$ cat src/design/tension_motor_mode_controller_top_macros.svh
// assertion macros for the tension motor mode controller
// used by the top level only, clocked on clk, held off during rst
`ifndef TENSION_MOTOR_MODE_CONTROLLER_TOP_MACROS_SVH
`define TENSION_MOTOR_MODE_CONTROLLER_TOP_MACROS_SVH

// condition that holds on every clock edge
`define TMMC_ASSERT_ALWAYS(label, cond) \
  label: assert property (@(posedge clk) disable iff (rst) (cond)) \
    else $error("tmmc invariant violated");

// condition that implies a consequence on the following clock edge
`define TMMC_ASSERT_NEXT(label, ante, cons) \
  label: assert property (@(posedge clk) disable iff (rst) (ante) |=> (cons)) \
    else $error("tmmc sequence violated");

`endif

$ cat src/design/tmmc_pkg.sv
// shared types, codes and constants of the tension motor mode controller
// no dependencies
package tmmc_pkg;

  localparam logic [2:0] CMD_SAMPLE    = 3'd0;
  localparam logic [2:0] CMD_SECOND    = 3'd1;
  localparam logic [2:0] CMD_KEY       = 3'd2;
  localparam logic [2:0] CMD_GOOD      = 3'd3;
  localparam logic [2:0] CMD_BAD       = 3'd4;

  localparam logic [1:0] KEY_IDLE      = 2'd0;
  localparam logic [1:0] KEY_ONE       = 2'd1;
  localparam logic [1:0] KEY_TWO       = 2'd2;
  localparam logic [1:0] KEY_THREE     = 2'd3;

  localparam logic [2:0] MODE_STOP     = 3'd0;
  localparam logic [2:0] MODE_RUN      = 3'd1;
  localparam logic [2:0] MODE_HOLD     = 3'd2;
  localparam logic [2:0] MODE_HOME     = 3'd3;
  localparam logic [2:0] MODE_FWD      = 3'd4;
  localparam logic [2:0] MODE_RESUME   = 3'd5;
  localparam logic [2:0] MODE_OVC      = 3'd6;

  localparam logic [1:0] DIR_STOP      = 2'd0;
  localparam logic [1:0] DIR_FWD       = 2'd1;
  localparam logic [1:0] DIR_REV       = 2'd2;

  localparam logic [2:0] REG_TARGET    = 3'd0;
  localparam logic [2:0] REG_TOLERANCE = 3'd1;
  localparam logic [2:0] REG_MAX       = 3'd2;
  localparam logic [2:0] REG_ZERO      = 3'd3;
  localparam logic [2:0] REG_CURRENT   = 3'd4;

  localparam logic [9:0] SPEED_BAND_TOP  = 10'd850;
  localparam logic [9:0] SPEED_BAND_HIGH = 10'd800;
  localparam logic [9:0] SPEED_BAND_MID  = 10'd750;
  localparam logic [9:0] SPEED_BAND_LOW  = 10'd500;

  localparam logic [24:0] ERR_TOP      = 25'd1000;
  localparam logic [24:0] ERR_HIGH     = 25'd800;
  localparam logic [24:0] ERR_MID      = 25'd600;
  localparam logic [24:0] HOME_WINDOW  = 25'd300;

  localparam logic [7:0] FWD_SECONDS   = 8'd45;
  localparam logic [7:0] HOME_SECONDS  = 8'd30;
  localparam logic [7:0] SECONDS_SAT   = 8'd255;
  localparam logic [6:0] OVC_RECOVER   = 7'd5;
  localparam logic [6:0] OVC_GIVE_UP   = 7'd100;
  localparam logic [3:0] SILENCE_LIMIT = 4'd10;
  localparam logic [4:0] BAD_LIMIT     = 5'd20;

  typedef struct packed {
    logic        [2:0]  cmd;
    logic        [1:0]  key_code;
    logic signed [23:0] load_grams;
    logic        [11:0] current_code;
    logic               device_on;
    logic               run_enable;
  } in_item_t;

  typedef struct packed {
    logic [1:0] motor_direction;
    logic [9:0] drive_rate;
    logic [2:0] mode;
    logic       system_reset;
  } out_item_t;

  typedef struct packed {
    logic signed [23:0] target_weight;
    logic        [22:0] tolerance;
    logic signed [23:0] weight_ceiling;
    logic signed [23:0] zero_weight;
    logic        [11:0] current_limit;
  } cfg_t;

  typedef struct packed {
    logic [2:0] mode;
    logic [1:0] direction;
    logic [9:0] speed;
    logic       calibrate_pending;
    logic       forward_armed;
    logic [7:0] forward_seconds;
    logic       home_armed;
    logic [7:0] home_seconds;
    logic       overcurrent_active;
    logic [6:0] overcurrent_seconds;
    logic [3:0] link_silence;
    logic [4:0] bad_frame_count;
  } state_t;

  localparam state_t STATE_RESET = '{
    mode:                MODE_STOP,
    direction:           DIR_STOP,
    speed:               10'd0,
    calibrate_pending:   1'b0,
    forward_armed:       1'b0,
    forward_seconds:     8'd0,
    home_armed:          1'b0,
    home_seconds:        8'd0,
    overcurrent_active:  1'b0,
    overcurrent_seconds: 7'd0,
    link_silence:        4'd0,
    bad_frame_count:     5'd0
  };

  localparam cfg_t CFG_RESET = '{
    target_weight:  24'sd0,
    tolerance:      23'd200,
    weight_ceiling: 24'sd8388607,
    zero_weight:    24'sd0,
    current_limit:  12'd4095
  };

endpackage

$ cat src/design/tmmc_cfg_regs.sv
// configuration register file of the tension motor mode controller
// depends on tmmc_pkg
module tmmc_cfg_regs (
  input  logic               clk,
  input  logic               rst,
  input  logic               cfg_valid,
  output logic               cfg_ready,
  input  logic [2:0]         cfg_index,
  input  logic [23:0]        cfg_data,
  output tmmc_pkg::cfg_t     cfg
);

  assign cfg_ready = 1'b1;

  always_ff @(posedge clk) begin
    if (rst) begin
      cfg <= tmmc_pkg::CFG_RESET;
    end else if (cfg_valid && cfg_ready) begin
      unique case (cfg_index)
        tmmc_pkg::REG_TARGET:    cfg.target_weight  <= cfg_data;
        tmmc_pkg::REG_TOLERANCE: cfg.tolerance      <= cfg_data[22:0];
        tmmc_pkg::REG_MAX:       cfg.weight_ceiling <= cfg_data;
        tmmc_pkg::REG_ZERO:      cfg.zero_weight    <= cfg_data;
        tmmc_pkg::REG_CURRENT:   cfg.current_limit  <= cfg_data[11:0];
        default: begin
        end
      endcase
    end
  end

endmodule

$ cat src/design/tmmc_step.sv
// single-pass next-state and result logic for one item
// depends on tmmc_pkg
module tmmc_step (
  input  tmmc_pkg::state_t    st,
  input  tmmc_pkg::cfg_t      cfg,
  input  tmmc_pkg::in_item_t  item,
  output tmmc_pkg::state_t    st_next,
  output tmmc_pkg::out_item_t res
);

  logic signed [24:0] err;
  logic        [24:0] diff;
  logic        [9:0]  band;
  logic               enabled;
  logic               sys_reset;
  tmmc_pkg::state_t   nx;

  assign err     = {item.load_grams[23], item.load_grams}
                 - {cfg.target_weight[23], cfg.target_weight};
  assign diff    = err[24] ? 25'(-err) : 25'(err);
  assign enabled = item.device_on & item.run_enable;

  always_comb begin
    if (diff > tmmc_pkg::ERR_TOP) begin
      band = tmmc_pkg::SPEED_BAND_TOP;
    end else if (diff > tmmc_pkg::ERR_HIGH) begin
      band = tmmc_pkg::SPEED_BAND_HIGH;
    end else if (diff > tmmc_pkg::ERR_MID) begin
      band = tmmc_pkg::SPEED_BAND_MID;
    end else begin
      band = tmmc_pkg::SPEED_BAND_LOW;
    end
  end

  always_comb begin
    nx        = st;
    sys_reset = 1'b0;
    unique case (item.cmd)
      tmmc_pkg::CMD_SAMPLE: begin
        // overcurrent trip while regulating
        if (item.current_code >= cfg.current_limit && nx.mode == tmmc_pkg::MODE_RUN) begin
          if (nx.direction == tmmc_pkg::DIR_REV) begin
            nx.direction = tmmc_pkg::DIR_FWD;
          end else if (nx.direction == tmmc_pkg::DIR_FWD) begin
            nx.direction = tmmc_pkg::DIR_REV;
          end
          nx.speed               = tmmc_pkg::SPEED_BAND_TOP;
          nx.mode                = tmmc_pkg::MODE_OVC;
          nx.overcurrent_active  = 1'b1;
          nx.overcurrent_seconds = '0;
        end
        unique case (nx.mode)
          tmmc_pkg::MODE_STOP: begin
            if (enabled) nx.mode = tmmc_pkg::MODE_RUN;
          end
          tmmc_pkg::MODE_RUN: begin
            nx.calibrate_pending = 1'b0;
            if (!enabled) begin
              nx.mode      = tmmc_pkg::MODE_STOP;
              nx.direction = tmmc_pkg::DIR_STOP;
            end else if (item.load_grams >= cfg.weight_ceiling
                         || diff <= {2'b00, cfg.tolerance}
                         || item.load_grams <= cfg.zero_weight) begin
              nx.direction = tmmc_pkg::DIR_STOP;
            end else if (item.load_grams > cfg.target_weight) begin
              nx.speed     = band;
              nx.direction = tmmc_pkg::DIR_REV;
            end else if (item.load_grams < cfg.target_weight) begin
              nx.speed     = band;
              nx.direction = tmmc_pkg::DIR_FWD;
            end
          end
          tmmc_pkg::MODE_HOLD: begin
            nx.speed     = tmmc_pkg::SPEED_BAND_TOP;
            nx.direction = tmmc_pkg::DIR_REV;
          end
          tmmc_pkg::MODE_HOME: begin
            nx.speed     = tmmc_pkg::SPEED_BAND_TOP;
            nx.direction = tmmc_pkg::DIR_REV;
            if (enabled && item.load_grams < cfg.weight_ceiling
                && (diff <= tmmc_pkg::HOME_WINDOW || item.load_grams <= cfg.zero_weight)) begin
              nx.direction    = tmmc_pkg::DIR_STOP;
              nx.home_armed   = 1'b0;
              nx.home_seconds = '0;
              nx.mode         = tmmc_pkg::MODE_RUN;
            end else if (!nx.home_armed) begin
              nx.home_armed   = 1'b1;
              nx.home_seconds = '0;
            end else if (nx.home_seconds >= tmmc_pkg::HOME_SECONDS) begin
              nx.direction  = tmmc_pkg::DIR_STOP;
              nx.home_armed = 1'b0;
              nx.mode       = tmmc_pkg::MODE_STOP;
            end
          end
          tmmc_pkg::MODE_FWD: begin
            nx.speed     = tmmc_pkg::SPEED_BAND_TOP;
            nx.direction = tmmc_pkg::DIR_FWD;
            if (!nx.forward_armed) begin
              nx.forward_armed   = 1'b1;
              nx.forward_seconds = '0;
            end else if (nx.forward_seconds >= tmmc_pkg::FWD_SECONDS) begin
              nx.calibrate_pending = 1'b0;
              nx.mode              = tmmc_pkg::MODE_STOP;
              nx.direction         = tmmc_pkg::DIR_STOP;
            end
          end
          tmmc_pkg::MODE_RESUME: begin
            if (enabled && item.load_grams <= cfg.target_weight) begin
              nx.mode = tmmc_pkg::MODE_RUN;
            end else begin
              nx.direction = tmmc_pkg::DIR_STOP;
            end
          end
          tmmc_pkg::MODE_OVC: begin
            if (nx.overcurrent_seconds >= tmmc_pkg::OVC_RECOVER) begin
              nx.overcurrent_seconds = '0;
              nx.overcurrent_active  = 1'b0;
              nx.direction           = tmmc_pkg::DIR_STOP;
              nx.mode                = tmmc_pkg::MODE_RUN;
            end
          end
          default: begin
          end
        endcase
      end
      tmmc_pkg::CMD_SECOND: begin
        if (nx.forward_armed) begin
          if (nx.forward_seconds < tmmc_pkg::SECONDS_SAT) begin
            nx.forward_seconds = nx.forward_seconds + 8'd1;
          end
        end else begin
          nx.forward_seconds = '0;
        end
        if (nx.home_armed) begin
          if (nx.home_seconds < tmmc_pkg::SECONDS_SAT) begin
            nx.home_seconds = nx.home_seconds + 8'd1;
          end
        end else begin
          nx.home_seconds = '0;
        end
        nx.link_silence = nx.link_silence + 4'd1;
        if (nx.link_silence >= tmmc_pkg::SILENCE_LIMIT) begin
          sys_reset = 1'b1;
        end else if (nx.overcurrent_active) begin
          nx.overcurrent_seconds = nx.overcurrent_seconds + 7'd1;
          if (nx.overcurrent_seconds >= tmmc_pkg::OVC_GIVE_UP) begin
            nx.overcurrent_seconds = '0;
            nx.overcurrent_active  = 1'b0;
            nx.direction           = tmmc_pkg::DIR_STOP;
            nx.mode                = tmmc_pkg::MODE_STOP;
          end
        end
      end
      tmmc_pkg::CMD_KEY: begin
        unique case (item.key_code)
          tmmc_pkg::KEY_IDLE: begin
          end
          tmmc_pkg::KEY_ONE: begin
            if (nx.calibrate_pending) begin
              nx.forward_armed = 1'b0;
              nx.mode          = tmmc_pkg::MODE_FWD;
            end else begin
              nx.mode = tmmc_pkg::MODE_RESUME;
            end
          end
          tmmc_pkg::KEY_TWO: begin
            nx.home_armed = 1'b0;
            nx.mode       = tmmc_pkg::MODE_HOME;
          end
          tmmc_pkg::KEY_THREE: begin
            nx.mode              = tmmc_pkg::MODE_HOLD;
            nx.calibrate_pending = 1'b1;
          end
          default: begin
          end
        endcase
      end
      tmmc_pkg::CMD_GOOD: begin
        nx.link_silence = '0;
      end
      tmmc_pkg::CMD_BAD: begin
        nx.bad_frame_count = nx.bad_frame_count + 5'd1;
        if (nx.bad_frame_count >= tmmc_pkg::BAD_LIMIT) sys_reset = 1'b1;
      end
      default: begin
      end
    endcase
    if (sys_reset) nx = tmmc_pkg::STATE_RESET;
  end

  assign st_next             = nx;
  assign res.motor_direction = nx.direction;
  assign res.drive_rate      = nx.speed;
  assign res.mode            = nx.mode;
  assign res.system_reset    = sys_reset;

endmodule

$ cat src/design/tension_motor_mode_controller_top.sv
// top level of the tension motor mode controller
// depends on tmmc_pkg, tmmc_cfg_regs, tmmc_step and the assertion macro header
`include "tension_motor_mode_controller_top_macros.svh"

// Accepts one item per clock unless in_stall is high, and returns one result
// per item. The item waits in the input register; its result is registered in
// the result register once the output is not stalled. Each item passes once
// through the mode and speed logic between the two registers, and that logic
// also updates the controller state, so throughput is one item per cycle while
// the output does not stall. Configuration writes are always ready and take
// effect on the next cycle; write them only while no item is in flight.
module tension_motor_mode_controller_top (
  input  logic                clk,
  input  logic                rst,
  input  logic                in_valid,
  output logic                in_stall,
  input  tmmc_pkg::in_item_t  in_data,
  output logic                out_valid,
  input  logic                out_stall,
  output tmmc_pkg::out_item_t out_data,
  input  logic                cfg_valid,
  output logic                cfg_ready,
  input  logic [2:0]          cfg_index,
  input  logic [23:0]         cfg_data
);

  tmmc_pkg::cfg_t      cfg;
  tmmc_pkg::state_t    st;
  tmmc_pkg::state_t    st_next;
  tmmc_pkg::in_item_t  s1_item;
  tmmc_pkg::out_item_t res;
  logic                s1_valid;
  logic                fire;

  tmmc_cfg_regs u_cfg (
    .clk       (clk),
    .rst       (rst),
    .cfg_valid (cfg_valid),
    .cfg_ready (cfg_ready),
    .cfg_index (cfg_index),
    .cfg_data  (cfg_data),
    .cfg       (cfg)
  );

  tmmc_step u_step (
    .st      (st),
    .cfg     (cfg),
    .item    (s1_item),
    .st_next (st_next),
    .res     (res)
  );

  assign fire     = s1_valid && (!out_valid || !out_stall);
  assign in_stall = s1_valid && !fire;

  always_ff @(posedge clk) begin
    if (rst) begin
      s1_valid  <= 1'b0;
      out_valid <= 1'b0;
      st        <= tmmc_pkg::STATE_RESET;
    end else begin
      if (in_valid && !in_stall) begin
        s1_valid <= 1'b1;
      end else if (fire) begin
        s1_valid <= 1'b0;
      end
      if (fire) begin
        out_valid <= 1'b1;
        st        <= st_next;
      end else if (!out_stall) begin
        out_valid <= 1'b0;
      end
    end
  end

  // payload registers
  always_ff @(posedge clk) begin
    if (in_valid && !in_stall) s1_item <= in_data;
    if (fire) out_data <= res;
  end

  `TMMC_ASSERT_ALWAYS(a_reset_result_clear,
    !(out_valid && out_data.system_reset)
    || (out_data.mode == tmmc_pkg::MODE_STOP
        && out_data.motor_direction == tmmc_pkg::DIR_STOP
        && out_data.drive_rate == 10'd0))
  `TMMC_ASSERT_ALWAYS(a_ovc_mode_active,
    st.mode != tmmc_pkg::MODE_OVC || st.overcurrent_active)
  `TMMC_ASSERT_ALWAYS(a_link_counters_bounded,
    st.link_silence < tmmc_pkg::SILENCE_LIMIT && st.bad_frame_count < tmmc_pkg::BAD_LIMIT)
  `TMMC_ASSERT_NEXT(a_fire_gives_result, fire, out_valid)

endmodule
$ cat config.mk
export PLATFORM = sky130hd
export DESIGN_NAME = tension_motor_mode_controller_top
export DESIGN_NICKNAME = d
export VERILOG_FILES = /design/src/design/tmmc_pkg.sv /design/src/design/tmmc_cfg_regs.sv /design/src/design/tmmc_step.sv /design/src/design/tension_motor_mode_controller_top.sv
export VERILOG_INCLUDE_DIRS = /design/src /design/src/design
export SDC_FILE = /design/constraint.sdc
export NUM_CORES = 1
export LEC_CHECK = 0
export BUFFER_PORTS_ARGS = -buffer_cell sky130_fd_sc_hd__buf_4
export CORE_UTILIZATION = 39
export CTS_CLUSTER_DIAMETER = 50
export DETAILED_ROUTE_END_ITERATION = 8
export SYNTH_ARGS = -nofsm -noshare
export SYNTH_HDL_FRONTEND = slang
export SYNTH_SLANG_ARGS = --single-unit
$ cat constraint.sdc
create_clock -name clk -period 15.11 [get_ports clk]
set_clock_uncertainty 0.1 [all_clocks]
set_input_delay 3.022 -clock clk [delete_from_list [all_inputs] [get_ports clk]]
set_output_delay 3.022 -clock clk [all_outputs]
set_load 0.005 [all_outputs]
== After elaboration in Yosys (flattened, before gate mapping) ==
Cells that the tools add are included.

* Output and inout port bits: 19
* Bits of input ports: 75
* Register bits: 219
* Word-level logic and storage cells: 205

* $lt $le $gt $ge: 20
* Equality and inequality tests: 36
* Multiplexer cells: 74
* Add/sub/neg operators: 7
* Reduce and logical (&&, ||, !) cells: 38
* Bitwise operators: 1

{| class="wikitable"
|+ Operators with widths
! kind !! count
|-
| 2-to-1 mux 8 bit || 13
|-
| greater-than comparator 25 x 10 -> 1 bit, second input constant || 3
|-
| 2-to-1 mux 10 bit || 6
|-
| 2-to-1 mux 51 bit || 1
|-
| 2-to-1 mux 5 bit || 10
|-
| <= comparator 24 bit || 2
|-
| < comparator 24 bit || 2
|-
| case mux 16 bit (2 select lines) || 1
|-
| 2-to-1 mux 15 bit || 2
|-
| 2-to-1 mux 9 bit || 3
|-
| != test 3 x 2 -> 1 bit, second input constant || 9
|-
| <= comparator 25 x 23 -> 1 bit || 1
|-
| <= comparator 25 x 9 -> 1 bit, second input constant || 1
|-
| 2-to-1 mux 25 bit || 1
|-
| negator 25 bit || 1
|-
| subtractor 24 x 24 -> 25 bit || 1
|-
| greater-or-equal comparator 24 bit || 1
|-
| greater-than comparator 24 bit || 1
|-
| 2-to-1 mux 12 bit || 2
|-
| case mux 10 bit (2 select lines) || 1
|-
| equality test 3 x 2 -> 1 bit, second input constant || 6
|-
| case mux 3 bit (3 select lines) || 2
|-
| case mux 3 bit (6 select lines) || 1
|-
| adder 8 x 1 -> 8 bit, second input constant || 2
|-
| other kinds (39) || 103
|}

== Logic depth before layout (Yosys ltp) ==
Gate-level depths: netlist (run 1).

* Depth in word-level cells: 14
* Depth in mapped cells: 27
* Mapped depth without buffers: 26

== Modules after synthesis ==
Synthesis (run 1) repeated with hierarchy kept, for this count alone.

* Cells, all modules: 1884
* Area, all modules: 16105.4 sq um

{| class="wikitable"
|+ Modules (own cells, without submodules)
! module !! times used !! cells an instance !! area each (sq um)
|-
| tmmc_step || 1 || 1189 || 7667.4
|-
| tmmc_cfg_regs || 1 || 405 || 4259.1
|-
| tension_motor_mode_controller_top || 1 || 290 || 4179.0
|}

== Worst setup path after synthesis (run 1) ==
No wires, ideal clock.

* Kind: input to output
* Start: input out_stall
* End: output in_stall
* Setup slack: 8778 ps
* Required time: 11988 ps
* Cell stages on the path: 1
* Arrival time: 3210 ps
* Buffers on the path: 0
* Cells stage by stage: and3_1

* Word-level cells in the longest chain between the ends: 5

{| class="wikitable"
|+ Ends and longest elaborated chain
! element !! RTL line !! RTL
|-
| start: declaration || tension_motor_mode_controller_top.sv:19 || <nowiki>input logic out_stall,</nowiki>
|-
| zero test 1 bit || -- ||
|-
| logical OR 1 bit || tension_motor_mode_controller_top.sv:53 || <nowiki>assign fire = s1_valid && (!out_valid || !out_stall);</nowiki>
|-
| logical AND 1 bit || tension_motor_mode_controller_top.sv:53 ||
|-
| zero test 1 bit || tension_motor_mode_controller_top.sv:54 || <nowiki>assign in_stall = s1_valid && !fire;</nowiki>
|-
| logical AND 1 bit || tension_motor_mode_controller_top.sv:54 ||
|-
| end: declaration || tension_motor_mode_controller_top.sv:16 || <nowiki>output logic in_stall,</nowiki>
|}

No other way between the ends.

==> impl_metrics.ini, run 1 <==
[run]
drv_cap = 0

[route]
avgViaCountPerCell = 5.67
wl_per_cell_um = 17.8
post-route-drc-count = 0
finalWirelength_um = 42000
dr.pass1.iters = 5
via_count = 13400
postRouteAntennaNets = 0
drt-initial-drc-count = 947

[timing]
rsz0062_at_grt = no
finalCritPeriodShare = 0.459
fin_tns_setup_ns = 0
slew_viol_final = 0
setup-violations-final = 0
fmax_ghz = 0.144
finalHoldViolations = 0
tightest_slew_ns = 1.18
slew_headroom = 0.215
setup_slack_ns = 8.18
finalCriticalPeriod_ns = 6.93

[cells_and_area]
drive_above_1_share = 0.106
n_fill_cell = 3682
multi_input_area_mm2 = 0.00870
utilization = 0.452
diodes = 0
nets = 2062
area_growth_pct = 14.2
final_cells = 2363
fin_area_mm2 = 0.0166
regArea_mm2 = 0.00497

[floorplanning]
die-area_mm2 = 0.0380
rows = 70
fp.dieH_um = 195
initial_utilization = 0.396
fp.dieW_um = 195
io_pins = 94
core_area_mm2 = 0.0366

[power_and_ir_drop]
power_density_mw_per_mm2 = 101
vdd_ir_drop_max_v = 0.0000884
leakage_nw = 6.61

[critical_path]
critical-path-slowest-cell = a21o_1
cp.arrival_ns = 7.29
cp.depth = 22
worstReg2RegEnd = st[41]
r2r-start = s1_item[14]
crit_path_cell_trace = inv_1 > ha_1 > fa_1 > nand2b_1 > a211oi_2 > nor3_1 > o211ai_1 > a21o_1 > a21oi_1 > xnor2_1 > ha_1 > and3_1 > a2111oi_0 > o2bb2ai_1 > or3_1 > a211oi_1 > mux2_1 > nor4_2 > or2_1 > a221o_1 > o311a_1 > a21o_1
cp-end-kind = flip-flop
worstSetupPathType = reg2reg
cp_top_family = compound AO/OA/AOI/OAI gates
crit_path_start_kind = flip-flop
cp_data_required_time_ns = 15.47
r2r_setup_slack_ns = 8.18
critPathMaxFanout = 26
cp_slowest_stage_delay_ns = 0.77
r2r_cells = 22
critPathBufInv = 1

[clock_network]
cts_num_sinks = 219
cts_buffers = 31
root_buffer = clkbuf_16
htreeDepth = 1
clock_latency_ns = 0.58
cts_resized = 0
clk_path_buf_depth = 3
clk_transition_reported_paths_ns = 0.06
tritoncts = built
cts_setup_buffers = 0
cts_hold_buf = 0

[global_route]
antenna_found_initial = 0
grt_usage = 0.219
grt_overflow = 0
grt_pass1_wl_um = 67600
grt_max_degree = 99
grt_pass1_vias = 12500

[logic_synthesis]
synthTopCellsByArea = dfxtp_1, edfxtp_1, ha_1, nand2_1, a21oi_1
synth_area_mm2 = 0.0145
synth_edf_count = 59
synth_most_common_cell = nand2_1
ys.flop_type = dfxtp_1
synth_top_area_share = 0.221
synthCells = 1820
yosys_warnings = 0
synth.top_cells.by_count = nand2_1, a21oi_1, dfxtp_1
synthDistinctLibCells = 105
ys_ff_latch = 219
ys_seq_area_frac = 0.343
avgSynthCellArea_um2 = 7.97
syn_nets = 2012
synthArstFlopShare = 0
synth.largest_area_cell = dfxtp_1

[placement]
dp.cells = 2305
place_area_mm2 = 0.0155
port-buffer-count = 92
post-dp-hpwl_um = 31600
place_congestion = 0.918
dp_slack_ns = 8.37

[min_path]
worstHoldEndpoint = u_cfg.cfg[89]
holdCritStartpoint = u_cfg.cfg[89]
hold_depth = 2
hold_path.class = reg2reg

[outcome]
status = completed
==> worst max-delay path by stage <==
stage,from,to,slack [ns]
global placement,s1_item[14],out_data[9],8.47
CTS,s1_item[14],st[41],8.31
global route,s1_item[14],out_data[5],7.73
floorplan,out_stall,in_stall,8.78
detailed placement,s1_item[14],st[41],8.37
finish,s1_item[14],st[41],8.18
==> logic make-up (layout without fill, tap and decap cells) <==
group,after synthesis,after routing,share of synthesized area
AO/OA/AOI/OAI,482,482,0.218
XOR/XNOR,40,40,0.0247
adder cells (fa/ha/maj),117,117,0.101
buffers and inverters,215,290,0.0573
flip-flops,219,219,0.343
multiplexers,15,15,0.0110
other,1,1,0.000259
AND/OR/NAND/NOR,731,731,0.244
==> tightest hold or removal path: cells and delay by family, from the launching register on <==
| family | cells | cell delay (ns) |
|---|---|---|
| flops | 1 | 0.30 |
| simple gates | 1 | 0.05 |
| compound gates | 1 | 0.05 |
==> per-stage QoR <==
stage                     power, mW  hold WS [ns]
after floorplan               0.854         0.321
after global placement        0.945         0.342
after detailed placement      0.950         0.347
after CTS                      1.69         0.354
after global routing           1.74         0.368
final                          1.67         0.352
==> cells in the final DEF, fill, tap and decap left out, types with 17 or more instances in the layout <==
master / instances
a21o_1: 26
nand2_1: 314
o211ai_1: 20
inv_1: 128
nand4_1: 35
xnor2_1: 23
o21ai_0: 79
edfxtp_1: 59
a31oi_1: 18
and2_1: 22
buf_4: 102
ha_1: 116
clkbuf_16: 31
nand3_1: 53
nor2_1: 118
a21oi_1: 180
nand3b_1: 39
nor3_1: 28
dfxtp_1: 160
a211oi_1: 17
or3_1: 18
==> cell type report <==
type	instances	area share
Timing Repair Buffer	102	0.0462
Inverter	130	0.0295
Tap cell	468	0.0354
Clock inverter	20	0.0129
Clock buffer	38	0.0502
Multi-Input combinational cell	1386	0.525
Sequential cell	219	0.300
==> report_power, final <==
group          internal, mW  switching, mW  leakage, nW
logic                 0.116          0.192         4.23
registers             0.621         0.0135         1.87
clock network         0.446          0.285        0.510
==> metal layers <==
| metal | routed length, µm | part of all wire | track usage | vias to the layer above |
|---|---|---|---|---|
| met1 | 20300 | 0.48 | 0.313 | 6399 |
| met2 | 18500 | 0.44 | 0.347 | 326 |
| met5 | 0 | 0 | 0 | - |
| met3 | 2270 | 0.054 | 0.0259 | 61 |
| li1 | - | - | - | 6608 |
| met4 | 922 | 0.022 | 0.0610 | 0 |
==> state kept, by name (all words and copies together) (netlist names) <==
register,flops
s1_item,43
out_data,16
st,51
u_cfg.cfg,107
s1_valid,1
out_valid,1
Power figures use the tool's default switching activity.
==> run 2, diff against run 1 <==
==> constraint.sdc (replaced) <==
create_clock -name clk -period 6.6 [get_ports clk]
set_clock_uncertainty 0.1 [all_clocks]
set_input_delay 1.32 -clock clk [delete_from_list [all_inputs] [get_ports clk]]
set_output_delay 1.32 -clock clk [all_outputs]
set_load 0.005 [all_outputs]
==> run 2 against run 1 <==
Global-route usage barely moved. Setup slack got worse by 7.8 ns. Die area unchanged. Combinational power up 130%. Routed wire length grew 0.23%. Power rose by 130%. Cell area grew 1.2%. Critical path type unchanged.
==> impl_metrics.ini, run 2 (synthesis gave the netlist of run 1 again) <==
[route]
post-route-drc-count = 0
via_count = 13400
drt-initial-drc-count = 871
dr.pass1.iters = 6
finalWirelength_um = 42100
avgViaCountPerCell = 5.62
postRouteAntennaNets = 0
wl_per_cell_um = 17.7

[clock_network]
clock_latency_ns = 0.57
htreeDepth = 1
tritoncts = built
clk_transition_reported_paths_ns = 0.06
cts_hold_buf = 0
root_buffer = clkbuf_16
clk_path_buf_depth = 3
cts_num_sinks = 219
cts_buffers = 31

[cells_and_area]
drive_above_1_share = 0.117
largest_register_ff_count = 107
diodes = 0
utilization = 0.458
n_fill_cell = 3691
top_regs = u_cfg.cfg (107), st (51), s1_item (43)
largest-register = u_cfg.cfg
layout_common_cells = nand2_1, a21oi_1, dfxtp_1
layout_commonest_cell = nand2_1
area_growth_pct = 15.6
final_cells = 2377
nets = 2076
regArea_mm2 = 0.00497
multi_input_area_mm2 = 0.00884

[timing]
finalHoldViolations = 0
tightest_slew_ns = 1.11
fin_tns_setup_ns = 0
finalCriticalPeriod_ns = 6.18
slew_headroom = 0.259
setup_slack_ns = 0.425
setup-violations-final = 0
finalCritPeriodShare = 0.936
slew_viol_final = 0
fmax_ghz = 0.162

[global_route]
grt_overflow = 0
met3_usage = 0.0260
grt_max_degree = 96
met1_usage = 0.312
grt_pass1_vias = 12700
grt_pass1_wl_um = 67000
grt_usage = 0.219
grt-busiest-layer = met2
met2_usage = 0.342
antenna_found_initial = 0

[critical_path]
cp_slowest_stage_delay_ns = 0.44
worstSetupPathType = reg2reg
critPathBufInv = 2
cp_top_family = compound AO/OA/AOI/OAI gates
crit_path_start_kind = flip-flop
cp_data_required_time_ns = 6.96
critical-path-slowest-cell = fa_1
critPathMaxFanout = 8
cp-end-kind = flip-flop
cp.arrival_ns = 6.54

[power_and_ir_drop]
leakage_nw = 6.69
vdd_ir_drop_max_v = 0.000194
power_density_mw_per_mm2 = 226

[floorplanning]
fp.dieH_um = 195
fp.dieW_um = 195
rows = 70
core_area_mm2 = 0.0366
initial_utilization = 0.396
die-area_mm2 = 0.0380
io_pins = 94

[placement]
place_congestion = 0.889
post-dp-hpwl_um = 31800
dp.cells = 2314
port-buffer-count = 92
dp_slack_ns = 0.0908

[outcome]
status = completed

[min_path]
hold_path.class = reg2reg

[run]
drv_cap = 0
## run 2: cell types whose count changed in the layout (fill, tap and decap cells not counted), sizes merged
cell / delta
buf: +14
clkinv: +4
inv: -3
bufinv: -1
## run 2: per-stage QoR
stage | instance area, µm² | hold slack (ns) | total power, mW
2_1_floorplan | 14500 | 0.321 | 1.96
3_3_place_gp | 15600 | 0.341 | 2.17
3_5_place_dp | 15600 | 0.346 | 2.17
4_1_cts | 16600 | 0.354 | 3.79
5_1_grt | 16800 | 0.368 | 3.95
6_report | 16800 | 0.353 | 3.79
## run 2: final cells by class
type,count,share of cell area
Multi-Input combinational cell,1386,0.527
Clock inverter,20,0.0105
Inverter,130,0.0291
Tap cell,468,0.0349
Timing Repair Buffer,116,0.0522
Clock buffer,38,0.0491
Sequential cell,219,0.297
## run 2: power breakdown
group	total, mW	switching, mW	internal, mW
logic	0.723	0.443	0.279
clock network	1.61	0.644	0.966
registers	1.45	0.0315	1.42
total	3.79	1.12	2.67
## run 2: layer usage
metal	vias to the layer above	part of all wire
met1	6297	0.48
met4	0	0.032
met5	-	0
li1	6652	-
met2	343	0.44
met3	76	0.052
## run 2: worst reg2reg max path, delay by kind of cell, from the launching register on
kind	cells	cell delay (ns)
buffers and inverters	2	0.27
adders and majority gates	3	0.98
and+or+nand+nor	7	1.24
muxes	1	0.35
DFF	1	0.32
xor gates and xnor gates	1	0.12
AOI/OAI and AO/OA	12	2.69
## run 2: worst paths after layout
kind	end	cells past startpoint	startpoint	slack [ns]
worst max register to register	st[38]	26	s1_item[14]	0.42
worst min register to register	u_cfg.cfg[90]	2	u_cfg.cfg[90]	0.35
worst min-delay path	u_cfg.cfg[90]	2	u_cfg.cfg[90]	0.35
worst max-delay path	st[38]	26	s1_item[14]	0.42
## run 2: repair_timing
| action | CTS | global route |
|---|---|---|
| endpoints found under the hold margin | 0 | 0 |
| setup endpoints to repair | 0 | 24 |
| setup buffers | 0 | 5 |
| gates resized for setup | 0 | 22 |
==> run 3, diff against run 2 <==
--- a/config.mk
+++ b/config.mk
@@ -6,6 +6,7 @@
 export SDC_FILE = /design/constraint.sdc
 export NUM_CORES = 1
 export LEC_CHECK = 0
+export ABC_AREA = 1
 export BUFFER_PORTS_ARGS = -buffer_cell sky130_fd_sc_hd__buf_4
 export CORE_UTILIZATION = 39
 export CTS_CLUSTER_DIAMETER = 50
==> run 3 against run 2 <==
The flow now finishes with violations (design-rule violations). Power rose by 3.2%. Register-to-register slack better by 0.84 ns. Hold slack better by 0.0052 ns. First-iteration DRC count is 9.9% lower. Flip-flop and latch count stayed put. Combinational power rose by 13%. Fmax grew 16%. Critical path depth rose by 7. Die area decreased by 1.4%. Critical path type unchanged. Largest cell class unchanged. Highest routed layer unchanged.
==> impl_metrics.ini, run 3 <==
[outcome]
status = finished, violations left
violations = design-rule violations

[placement]
place_area_mm2 = 0.0154
post-dp-hpwl_um = 30800
dp_slack_ns = 1.27
place_congestion = 0.895
dp.cells = 2514
port-buffer-count = 92

[clock_network]
cts_hold_buf = 0
cts_buffers = 29
clk_transition_reported_paths_ns = 0.06
cts_resized = 0
cts_num_sinks = 219
tritoncts = built
clk_path_buf_depth = 3
root_buffer = clkbuf_16
clock_latency_ns = 0.58
cts_setup_buffers = 0
htreeDepth = 1

[power_and_ir_drop]
power.total_mw = 3.91
leakage_nw = 7.42
power_density_mw_per_mm2 = 238
vdd_ir_drop_max_v = 0.000177

[timing]
finalCritPeriodShare = 0.809
fmax_ghz = 0.187
setup_slack_ns = 1.26
fin_tns_setup_ns = 0
slew_viol_final = 0
finalCriticalPeriod_ns = 5.34
finalHoldViolations = 0
rsz0062_at_grt = no
hold_ws_ns = 0.358
setup-violations-final = 0
slew_headroom = 0.294
tightest_slew_ns = 1.06

[logic_synthesis]
synthCells = 2004
synthXorXnorAreaFrac = 0.0157
yosys.area_share.simple = 0.268
synthTopCellsByArea = dfxtp_1, edfxtp_1, nand2_1, ha_1, inv_1
synthDistinctLibCells = 52
yosys_warnings = 0
ys_ff_latch = 219
synth.largest_area_cell = dfxtp_1
synth.top_cells.by_count = nand2_1, inv_1, a21oi_1
synth_most_common_cell = nand2_1
synth_area_mm2 = 0.0143
synth_top_area_share = 0.224
syn_nets = 2196
avgSynthCellArea_um2 = 7.14
synth_top_family_by_area = simple AND/OR/NAND/NOR gates
ys_seq_area_frac = 0.348
synthArstFlopShare = 0
synthMuxAreaShare = 0
ys.flop_type = dfxtp_1
synth_compound_area_frac = 0.162
synth_fa_ha_area_frac = 0.103
synth_edf_count = 59

[cells_and_area]
fin_area_mm2 = 0.0164
top_regs = u_cfg.cfg (107), st (51), s1_item (43)
layout_commonest_cell = nand2_1
nets = 2276
final_cells = 2568
utilization = 0.458
drive_above_1_share = 0.113
largest_register_ff_count = 107
area_growth_pct = 14.8
n_fill_cell = 3614
diodes = 0
layout_common_cells = nand2_1, inv_1, a21oi_1
largest-register = u_cfg.cfg

[floorplanning]
io_pins = 94
fp.dieH_um = 193
die-area_mm2 = 0.0374
initial_utilization = 0.399
fp.dieW_um = 193
core_area_mm2 = 0.0358
rows = 69

[route]
postRouteAntennaNets = 0
avgViaCountPerCell = 5.14
post-route-drc-count = 3
drt-initial-drc-count = 785
wl_per_cell_um = 15.4
dr.pass1.iters = 7
finalWirelength_um = 39700
via_count = 13200

[critical_path]
critical-path-slowest-cell = or4_1
cp-end-kind = flip-flop
critPathMaxFanout = 38
cp_slowest_stage_delay_ns = 0.52
crit_path_frequent_cell = nand2_1
cp_data_required_time_ns = 6.84
cp_top_family = simple AND/OR/NAND/NOR gates
crit_path_start_kind = flip-flop
critPathBufInv = 4
cp.arrival_ns = 5.58
worstSetupPathType = reg2reg

[global_route]
grt_overflow = 0
grt_usage = 0.213
grt_pass1_wl_um = 65100
antenna_found_initial = 0
grt_pass1_vias = 12600
grt_max_degree = 76

[min_path]
hold_path.class = reg2reg

[run]
drv_cap = 0
[run 3: cell count changes after synthesis, moves of 25 or more]
cell,before,now
clkbuf_1,72,45
inv_1,128,317
nand2_1,314,419
nand3_1,53,113
nand3b_1,39,14
o21ai_0,79,146
[run 3: final timing paths]
check | startpoint | end | slack [ns] | depth (start not counted)
hold reg to reg | u_cfg.cfg[23] | u_cfg.cfg[23] | 0.36 | 2
setup reg to reg | s1_item[14] | out_data[7] | 1.26 | 33
setup / recovery | s1_item[14] | out_data[7] | 1.26 | 33
hold / removal | u_cfg.cfg[23] | u_cfg.cfg[23] | 0.36 | 2
[run 3: routing by layer]
metal | wire length [µm] | GRT usage | up-vias
met5 | 0 | 0 | -
met4 | 1050 | 0.0643 | 0
met3 | 2020 | 0.0314 | 58
met2 | 17400 | 0.341 | 292
met1 | 19200 | 0.297 | 6052
li1 | - | - | 6792
[run 3: report_power, final]
part / switching [mW] / total [mW] / leakage (nW) / internal, mW
logic: 0.539 / 0.814 / 5.07 / 0.275
clock network: 0.630 / 1.63 / 0.481 / 0.996
registers: 0.0287 / 1.47 / 1.88 / 1.44
total: 1.20 / 3.91 / 7.42 / 2.71
[run 3: layout make-up]
cell class | instances | area, µm² | area share
multi-input cells | 1402 | 7860 | 0.479
flip-flops and latches | 219 | 4970 | 0.303
inverters | 330 | 1240 | 0.0754
clock buffers | 42 | 826 | 0.0503
repair buffers | 102 | 766 | 0.0466
well taps | 461 | 577 | 0.0351
clock inverters | 12 | 174 | 0.0106
[run 3: cells by family after synthesis]
logic type	after synthesis
XOR/XNOR	23
adder cells (fa/ha/maj)	117
flip-flops	219
AND/OR/NAND/NOR	838
buffers and inverters	383
AO/OA/AOI/OAI	423
other	1
[run 3: worst register-to-register path: cells and delay by family, from the launching register on]
family	cells	cell delay, ns
XOR/XNOR	1	0.22
adder cells (fa/ha/maj)	3	0.91
flip-flops	1	0.32
AO/OA/AOI/OAI	3	0.42
AND/OR/NAND/NOR	22	2.82
buffers and inverters	4	0.31
